$ cat src/design/csr_pkg.sv
`timescale 1ns / 1ps

package csr_pkg;

	localparam int VEC_DEPTH = 4096;
	localparam int VEC_AW = $clog2(VEC_DEPTH);

	localparam logic [1:0] REQ_LOAD = 2'd0;
	localparam logic [1:0] REQ_NZ = 2'd1;
	localparam logic [1:0] REQ_EMPTY = 2'd2;

	localparam logic [63:0] CANON_NAN = 64'h7FF8_0000_0000_0000;

	typedef struct packed {
		logic [1:0]  req_type;
		logic [11:0] index;
		logic [63:0] value_bits;
		logic [19:0] row_number;
		logic        row_last;
	} req_t;

	typedef struct packed {
		logic [19:0] out_row;
		logic [63:0] row_sum_bits;
	} rsp_t;

	typedef struct packed {
		logic        is_nz;
		logic        last;
		logic [19:0] row;
	} tag_t;

	typedef struct packed {
		logic a1_nz;
		logic a2_nz;
	} add_busy_t;

	function automatic logic [6:0] lzc64(input logic [63:0] v);
		logic [6:0] n;
		logic found;
		n = 7'd64;
		found = 1'b0;
		for (int i = 63; i >= 0; i--) begin
			if (!found && v[i]) begin
				n = 7'(63 - i);
				found = 1'b1;
			end
		end
		return n;
	endfunction

endpackage

$ cat src/design/csr_fmul.sv
`timescale 1ns / 1ps

module csr_fmul import csr_pkg::*; (
	input  logic        clk,
	input  logic        arst_n,
	input  logic        en,
	input  logic        in_v,
	input  tag_t        in_tag,
	input  logic [31:0] a,
	input  logic [63:0] b,
	output logic        out_v,
	output tag_t        out_tag,
	output logic [63:0] p
);

	logic v_s1, v_s2, v_s3, v_s4, v_s5;
	tag_t tag_s1, tag_s2, tag_s3, tag_s4, tag_s5;

	logic a_nan, a_inf, a_zero, b_nan, b_inf, b_zero;
	logic r_nan, r_inf, r_zero;
	logic [6:0] na, nb;

	logic sgn_s1, nan_s1, inf_s1, zero_s1, suba_s1, subb_s1;
	logic [22:0] fa_s1;
	logic [51:0] fb_s1;
	logic [7:0] ea_s1;
	logic [10:0] eb_s1;
	logic [4:0] na_s1;
	logic [5:0] nb_s1;

	logic signed [12:0] e_a, e_b;
	logic [23:0] ma;
	logic [52:0] mb;
	logic sgn_s2, nan_s2, inf_s2, zero_s2;
	logic [23:0] ma_s2;
	logic [52:0] mb_s2;
	logic signed [12:0] e_s2;

	logic sgn_s3, nan_s3, inf_s3, zero_s3;
	logic [50:0] pplo_s3;
	logic [49:0] pphi_s3;
	logic signed [12:0] e_s3;

	logic [76:0] prod, pn;
	logic signed [12:0] biased, shv;
	logic sgn_s4, nan_s4, inf_s4, zero_s4, ovf_s4;
	logic [76:0] pn_s4;
	logic [10:0] expf_s4;
	logic [6:0] sh_s4;

	logic [156:0] ext;
	logic [76:0] keep;
	logic [51:0] frac;
	logic g, st, inc;
	logic [62:0] mag;
	logic [63:0] res, p_s5;

	always_comb begin
		a_nan = (a[30:23] == 8'hFF) && (a[22:0] != 23'd0);
		a_inf = (a[30:23] == 8'hFF) && (a[22:0] == 23'd0);
		a_zero = (a[30:0] == 31'd0);
		b_nan = (b[62:52] == 11'h7FF) && (b[51:0] != 52'd0);
		b_inf = (b[62:52] == 11'h7FF) && (b[51:0] == 52'd0);
		b_zero = (b[62:0] == 63'd0);
		r_nan = a_nan || b_nan || (a_inf && b_zero) || (a_zero && b_inf);
		r_inf = !r_nan && (a_inf || b_inf);
		r_zero = !r_nan && !r_inf && (a_zero || b_zero);
		na = lzc64({1'b0, a[22:0], 40'hFF_FFFF_FFFF});
		nb = lzc64({1'b0, b[51:0], 11'h7FF});
	end

	always_comb begin
		ma = suba_s1 ? 24'({1'b0, fa_s1} << na_s1) : {1'b1, fa_s1};
		mb = subb_s1 ? 53'({1'b0, fb_s1} << nb_s1) : {1'b1, fb_s1};
		e_a = suba_s1 ? (-13'sd126 - $signed({8'b0, na_s1}))
			: ($signed({5'b0, ea_s1}) - 13'sd127);
		e_b = subb_s1 ? (-13'sd1022 - $signed({7'b0, nb_s1}))
			: ($signed({2'b0, eb_s1}) - 13'sd1023);
	end

	always_comb begin
		prod = {pphi_s3, 27'b0} + {26'b0, pplo_s3};
		pn = prod[76] ? prod : {prod[75:0], 1'b0};
		biased = e_s3 + 13'sd1023 + $signed({12'b0, prod[76]});
		shv = 13'sd1 - biased;
	end

	always_comb begin
		ext = {pn_s4, 80'b0} >> sh_s4;
		keep = ext[156:80];
		frac = keep[75:24];
		g = keep[23];
		st = (|keep[22:0]) || (|ext[79:0]);
		inc = g && (st || frac[0]);
		mag = {expf_s4, frac} + {62'b0, inc};
		if (nan_s4) begin
			res = CANON_NAN;
		end else if (inf_s4 || ovf_s4) begin
			res = {sgn_s4, 11'h7FF, 52'b0};
		end else if (zero_s4) begin
			res = {sgn_s4, 63'b0};
		end else begin
			res = {sgn_s4, mag};
		end
	end

	always_ff @(posedge clk or negedge arst_n) begin
		if (!arst_n) begin
			v_s1 <= 1'b0;
			v_s2 <= 1'b0;
			v_s3 <= 1'b0;
			v_s4 <= 1'b0;
			v_s5 <= 1'b0;
		end else if (en) begin
			v_s1 <= in_v;
			v_s2 <= v_s1;
			v_s3 <= v_s2;
			v_s4 <= v_s3;
			v_s5 <= v_s4;
		end
	end

	always_ff @(posedge clk) begin
		if (en) begin
			tag_s1 <= in_tag;
			sgn_s1 <= a[31] ^ b[63];
			nan_s1 <= r_nan;
			inf_s1 <= r_inf;
			zero_s1 <= r_zero;
			suba_s1 <= (a[30:23] == 8'd0);
			subb_s1 <= (b[62:52] == 11'd0);
			fa_s1 <= a[22:0];
			fb_s1 <= b[51:0];
			ea_s1 <= a[30:23];
			eb_s1 <= b[62:52];
			na_s1 <= na[4:0];
			nb_s1 <= nb[5:0];

			tag_s2 <= tag_s1;
			sgn_s2 <= sgn_s1;
			nan_s2 <= nan_s1;
			inf_s2 <= inf_s1;
			zero_s2 <= zero_s1;
			ma_s2 <= ma;
			mb_s2 <= mb;
			e_s2 <= e_a + e_b;

			tag_s3 <= tag_s2;
			sgn_s3 <= sgn_s2;
			nan_s3 <= nan_s2;
			inf_s3 <= inf_s2;
			zero_s3 <= zero_s2;
			pplo_s3 <= ma_s2 * mb_s2[26:0];
			pphi_s3 <= ma_s2 * mb_s2[52:27];
			e_s3 <= e_s2;

			tag_s4 <= tag_s3;
			sgn_s4 <= sgn_s3;
			nan_s4 <= nan_s3;
			inf_s4 <= inf_s3;
			zero_s4 <= zero_s3;
			pn_s4 <= pn;
			ovf_s4 <= (biased >= 13'sd2047);
			expf_s4 <= (biased < 13'sd1) ? 11'd0 : biased[10:0];
			sh_s4 <= (biased >= 13'sd1) ? 7'd0 : ((shv > 13'sd100) ? 7'd100 : shv[6:0]);

			tag_s5 <= tag_s4;
			p_s5 <= res;
		end
	end

	assign out_v = v_s5;
	assign out_tag = tag_s5;
	assign p = p_s5;

endmodule

$ cat config.mk
export PLATFORM = sky130hd
export DESIGN_NAME = csr_fmul
export DESIGN_NICKNAME = d
export VERILOG_FILES = /design/src/design/csr_pkg.sv /design/src/design/csr_fmul.sv
export SDC_FILE = /design/constraint.sdc
export NUM_CORES = 2
export LEC_CHECK = 0
export ABC_AREA = 1
export BUFFER_PORTS_ARGS = -buffer_cell sky130_fd_sc_hd__buf_2
export CORE_MARGIN = 4
export CORE_UTILIZATION = 45
export CTS_BUF_LIST = sky130_fd_sc_hd__clkbuf_8
export DETAILED_ROUTE_END_ITERATION = 7
export GPL_TIMING_DRIVEN = 1
export MAX_ROUTING_LAYER = met4
export SYNTH_ARGS = -nofsm -noshare
export SYNTH_HDL_FRONTEND = slang
export SYNTH_SLANG_ARGS = --single-unit
$ cat constraint.sdc
create_clock -name clk -period 8.9 [get_ports clk]
set_input_delay 0.445 -clock clk [delete_from_list [all_inputs] [get_ports clk]]
set_output_delay 0.445 -clock clk [all_outputs]
set_load 0.05 [all_outputs]
**Yosys cells after proc, flatten, opt, wreduce, memory -nomap -nowiden**

Cells that the tools add are included.

- Output and inout port bits: 87
- Register bits after elaboration: 602
- Bits of input ports: 122

- Mux-type cells: 158
- Bitwise gates (word level): 3
- Magnitude comparators: 4
- Eq/ne operators: 2
- Add/sub/neg operators: 10
- Multiply operators: 2
- Reductions and logical operators: 183
- Shift operators: 3

Operators with widths:

| kind | number |
|---|---|
| $mux W6 | 30 |
| $shr A157 B7 Y156 | 1 |
| $mux W5 | 30 |
| $mux W52 | 2 |
| $logic_and A1 B1 Y1 | 83 |
| $reduce_or A80 Y1 | 1 |
| $mux W1 | 78 |
| $add A77 B51 Y77 | 1 |
| $mux W76 | 1 |
| $logic_not A1 Y1 | 75 |
| $add A63 B1 Y63 | 1 |
| $logic_not A63 Y1 | 1 |
| $mux W63 | 1 |
| $shl A52 B6 Y53 | 1 |
| $logic_not A52 Y1 | 1 |
| $reduce_bool A52 Y1 | 1 |
| $mul A24 B27 Y51 | 1 |
| $mul A24 B26 Y50 | 1 |
| $mux W4 | 8 |
| $logic_not A31 Y1 | 1 |
| $mux W13 | 2 |
| $shl A23 B5 Y24 | 1 |
| $logic_not A23 Y1 | 1 |
| $mux W23 | 1 |
| other kinds (28) | 41 |

**Depth between registers and ports, before layout**

- Depth after elaboration: 156
- Depth in mapped cells: 41
- Depth with buffers taken out: 39

**Worst setup path after synthesis**

Ideal clock, no wire load.

- Path kind: register -> register
- Start point: register ma_s2[0]
- End point: register pplo_s3[50], data pin
- Arrival: 6.649 ns
- Clock period less this slack: 6.915 ns
- Stages on the path, launching flop included: 30
- Path buffers: 2
- Path slack: 1.985 ns
- Cell sequence: edfxtp_1 -> clkbuf_1 -> clkbuf_1 -> nand2_1 -> inv_1 -> fa_1 -> inv_1 -> fa_1 -> inv_1 -> fa_1 -> ha_1 -> fa_1 -> inv_1 -> fa_1 -> fa_1 -> inv_1 -> ha_1 -> inv_1 -> o21bai_1 -> a21oi_1 -> o21ai_0 -> a21boi_0 -> o21bai_1 -> a21boi_0 -> o21ai_0 -> a21boi_0 -> o21ai_0 -> a21oi_1 -> o21ai_0 -> xor2_1

- Longest elaborated chain between the ends: 1

RTL lines:

| what | line | source |
|---|---|---|
| from (decl) | csr_fmul.sv:35 | `logic [23:0] ma_s2;` |
| from (signal assigned) | csr_fmul.sv:144 | `ma_s2 <= ma;` |
| $mul A24 B27 Y51 | csr_fmul.sv:153 | `pplo_s3 <= ma_s2 * mb_s2[26:0];` |
| to (signal assigned) | csr_fmul.sv:153 |  |
| to (decl) | csr_fmul.sv:40 | `logic [50:0] pplo_s3;` |

No other way between the ends.
A chain may end at the register's enable or synchronous reset.

**Worst setup path after layout**

- Start point: register ma_s2[10]
- End point: register pphi_s3[47], data pin

- Longest elaborated chain between the ends: 1

RTL lines:

| what | line | source |
|---|---|---|
| $mul A24 B26 Y50 | csr_fmul.sv:154 | `pphi_s3 <= ma_s2 * mb_s2[52:27];` |
| to (signal assigned) | csr_fmul.sv:154 |  |
| to (decl) | csr_fmul.sv:41 | `logic [49:0] pphi_s3;` |

No other way between the ends.

==> flow_summary.json <==
{
  "yosys.area_share.simple": 0.188,
  "postRouteAntennaNets": 0,
  "grt_use_total": 0.278,
  "rr_worst_depth": 23,
  "clk_pin_slew_worst_paths_ps": 70,
  "die-area_sq_um": 177000,
  "worst-setup-path-type": "flop to flop",
  "yosysWarnings": 0,
  "root_buffer": "clkbuf_8",
  "critPathTopFamily": "adder cells",
  "cp.required_ps": 9520,
  "fin_crit_sh": 0.894,
  "outcome": "finished, final reports clean",
  "numCtsBuffers": 110,
  "rows": 151,
  "clock_path_buffers": 3,
  "synth_compound_area_frac": 0.0748,
  "crit_chain": "buf_4 -> buf_4 -> nand2_1 -> fa_1 -> inv_1 -> fa_1 -> inv_1 -> fa_1 -> fa_1 -> fa_1 -> fa_1 -> inv_1 -> fa_1 -> ha_1 -> a21oi_1 -> o21ai_0 -> a21oi_1 -> o21bai_1 -> a21boi_1 -> o21ai_0 -> a21oi_1 -> o211ai_1 -> xor2_1",
  "crit-reg2reg-launch": "ma_s2[10]",
  "synth_top_area_share": 0.281,
  "skew_ps": 55.2,
  "clock.fmax_mhz": 126,
  "seqCellArea_sq_um": 18100,
  "drc": 0,
  "rr_endpoint": "pphi_s3[47]",
  "dp.cells": 11500,
  "report.final.slew_viol_count": 0,
  "drt_iter0_markers": 5403,
  "max_stage_delay_ps": 1060,
  "cp_data_arrival_time_ps": 8580,
  "ios": 209,
  "grt_pass1_vias": 63700,
  "die_width_um": 421,
  "crit_path_end": "pphi_s3[47]",
  "max-cap-violations": 0,
  "max_slew_margin": 0.267,
  "wl_um": 236000,
  "synth_area_sq_um": 76600,
  "yosysTopAreaCell": "fa_1",
  "antenna_found_initial": 6,
  "tritoncts": "yes",
  "synth-xor-area-share": 0.0206,
  "hold_class": "input port to flop",
  "grt_max_degree": 137,
  "critPathSlowestCell": "edfxtp_1",
  "gp_congestion": 1.04,
  "hold_violations": 0,
  "grt_setup_unrepaired": "no",
  "yosysUniqueCellTypes": 70,
  "crit_fanout": 17,
  "hpwlAfterDp_um": 190000,
  "cts_setup_buffers": 0,
  "overflow": 0,
  "vias_per_cell": 5.29,
  "critPathBufInv": 5,
  "synth_top_family_by_area": "adder cells",
  "clock_latency_ps": 880,
  "synth_cells": 9350,
  "finalNonFillerCells": 11800,
  "synth.area.top_cells": "fa_1 28%, edfxtp_1 23%, nand2_1 12%",
  "critPathCaptureType": "flop",
  "ys.flop_type": "edfxtp_1",
  "r2r_slack_ps": 940,
  "avgSynthCellArea_sq_um": 8.19,
  "synth_mux_area_frac": 0.0101,
  "initial_core_util": 0.452,
  "synthesis.nets": 10900,
  "synth_fa_ha_area_frac": 0.346,
  "cts_sinks": 602,
  "fin_crit_ps": 7960,
  "startpoint": "ma_s2[10]",
  "multi_input_comb_area_sq_um": 49000,
  "ys_ff_latch": 602,
  "cts_max_level": 3,
  "synthToLayoutAreaGrowth_pct": 9.28,
  "worst_pin_slew_ps": 1100,
  "setup_viol": 0,
  "cp_num_cells": 23,
  "drt_pre_antenna_iters": 8,
  "core-area_sq_um": 169000,
  "crit_top_cell": "fa_1",
  "drive_gt1_frac": 0.0672,
  "setup_tns_ps": 0,
  "port_buffers": 208,
  "wl_per_cell_um": 20.0,
  "async_reset_ff_frac": 0.00831,
  "grt_pass1_wl_um": 368000,
  "die_h_um": 421,
  "fill_cells": 16400,
  "yosysSeqAreaShare": 0.236,
  "vias": 62600,
  "layout.nets": 11100,
  "synth-edff-count": 597,
  "start_kind": "flop"
}
-- synthesized netlist by cell type, types with 34 or more instances --
cell type  instances
nand2_1         2416
inv_1           2028
fa_1            1076
edfxtp_1         597
o21ai_0          476
nor2_1           441
ha_1             399
nand3_1          369
clkbuf_1         362
a21oi_1          239
xor2_1           130
mux2i_1           76
nand4_1           70
nor3_1            68
xnor2_1           50
o211ai_1          44
o22ai_1           44
a31oi_1           41
nor4_1            39
o21ai_1           36
buf_1             34
-- timing repair --
action,in CTS,in global routing
resized for setup,0,0
hold buffers,121,0
endpoints found under the setup margin,0,0
endpoints found under the hold margin,135,0
-- through the flow --
step                      hold WS, ps  worst slack, ps  utilization  instance area, sq um
after floorplan                   149             1990            -                 76600
after global placement            259             1040        0.473                 80000
after detailed placement          267              971        0.473                 80000
after CTS                        23.0              972        0.494                 83700
after global routing             99.5              593        0.494                 83700
final                             124              941        0.494                 83700
-- final cells by class --
| cell class | instances | share of cell area |
|---|---|---|
| timing repair buffer | 498 | 0.0438 |
| inverter | 2048 | 0.0919 |
| multi-input combinational | 6254 | 0.586 |
| tap | 2218 | 0.0332 |
| clock inverter | 98 | 0.0114 |
| sequential | 602 | 0.216 |
| clock buffer | 110 | 0.0181 |
| antenna | 3 | 0.0000897 |
-- flip-flops by register name, summed over array words and instances (netlist names), 5 cells and up --
register  count
pphi_s3      50
tag_s1       22
na_s1         5
eb_s1        11
ma_s2        24
out_tag      22
pplo_s3      51
ea_s1         8
tag_s3       22
e_s3         13
fb_s1        52
tag_s2       22
tag_s4       22
expf_s4      11
e_s2         13
pn_s4        77
p            64
fa_s1        23
sh_s4         7
nb_s1         6
mb_s2        53
-- placed cells by master, fill, tap and decap left out, drive strengths merged, types with 5 or more instances in the layout --
cell,Yosys,routed
o21a,23,23
nand3,377,377
clkinv,6,57
a211oi,8,8
a2111oi,8,8
a21boi,11,11
buf,84,377
xor2,130,130
fa,1076,1076
o211ai,44,44
bufinv,0,15
nand4,73,73
edfxtp,597,597
o31ai,11,11
nand3b,8,8
or2,24,24
o21bai,15,15
dlygate4sd3,0,121
o22ai,44,44
o21ai,516,516
ha,399,399
o2111ai,9,9
dfrtp,5,5
xnor2,50,50
nor4,40,40
a21o,6,6
clkinvlp,0,9
nor3,75,75
nand2,2423,2423
a21oi,239,239
a31oi,41,41
o221ai,15,15
and2,13,13
inv,2042,2065
clkbuf,362,110
mux2i,76,76
nor2,462,462
-- per-layer routing --
layer | part of all wire | vias up | track usage
met5 | 0 | - | -
met4 | 0.042 | 0 | 0.104
met3 | 0.086 | 479 | 0.0542
met2 | 0.45 | 2464 | 0.432
met1 | 0.42 | 30500 | 0.363
li1 | - | 29200 | -
-- worst min path at each step --
stage | from | end | slack, ps | depth (start not counted)
final | en | out_tag[1] | 120 | 1
after global routing | en | out_tag[1] | 100 | 1
after CTS | en | out_tag[1] | 20 | 1
after detailed placement | arst_n | v_s3 | 270 | 1
after global placement | arst_n | v_s1 | 260 | 1
after floorplan | arst_n | out_v | 150 | 0
-- kinds of logic after synthesis --
logic type,after synthesis
and+or+nand+nor,3505
buffers and inverters,2494
adders and majority gates,1475
AOI/OAI and AO/OA,1017
DFF,602
xor gates and xnor gates,180
muxes,77
Power is left out: the tool's default activity adds up to more than one toggle a clock period on the data nets, which glitch-free logic cannot reach.
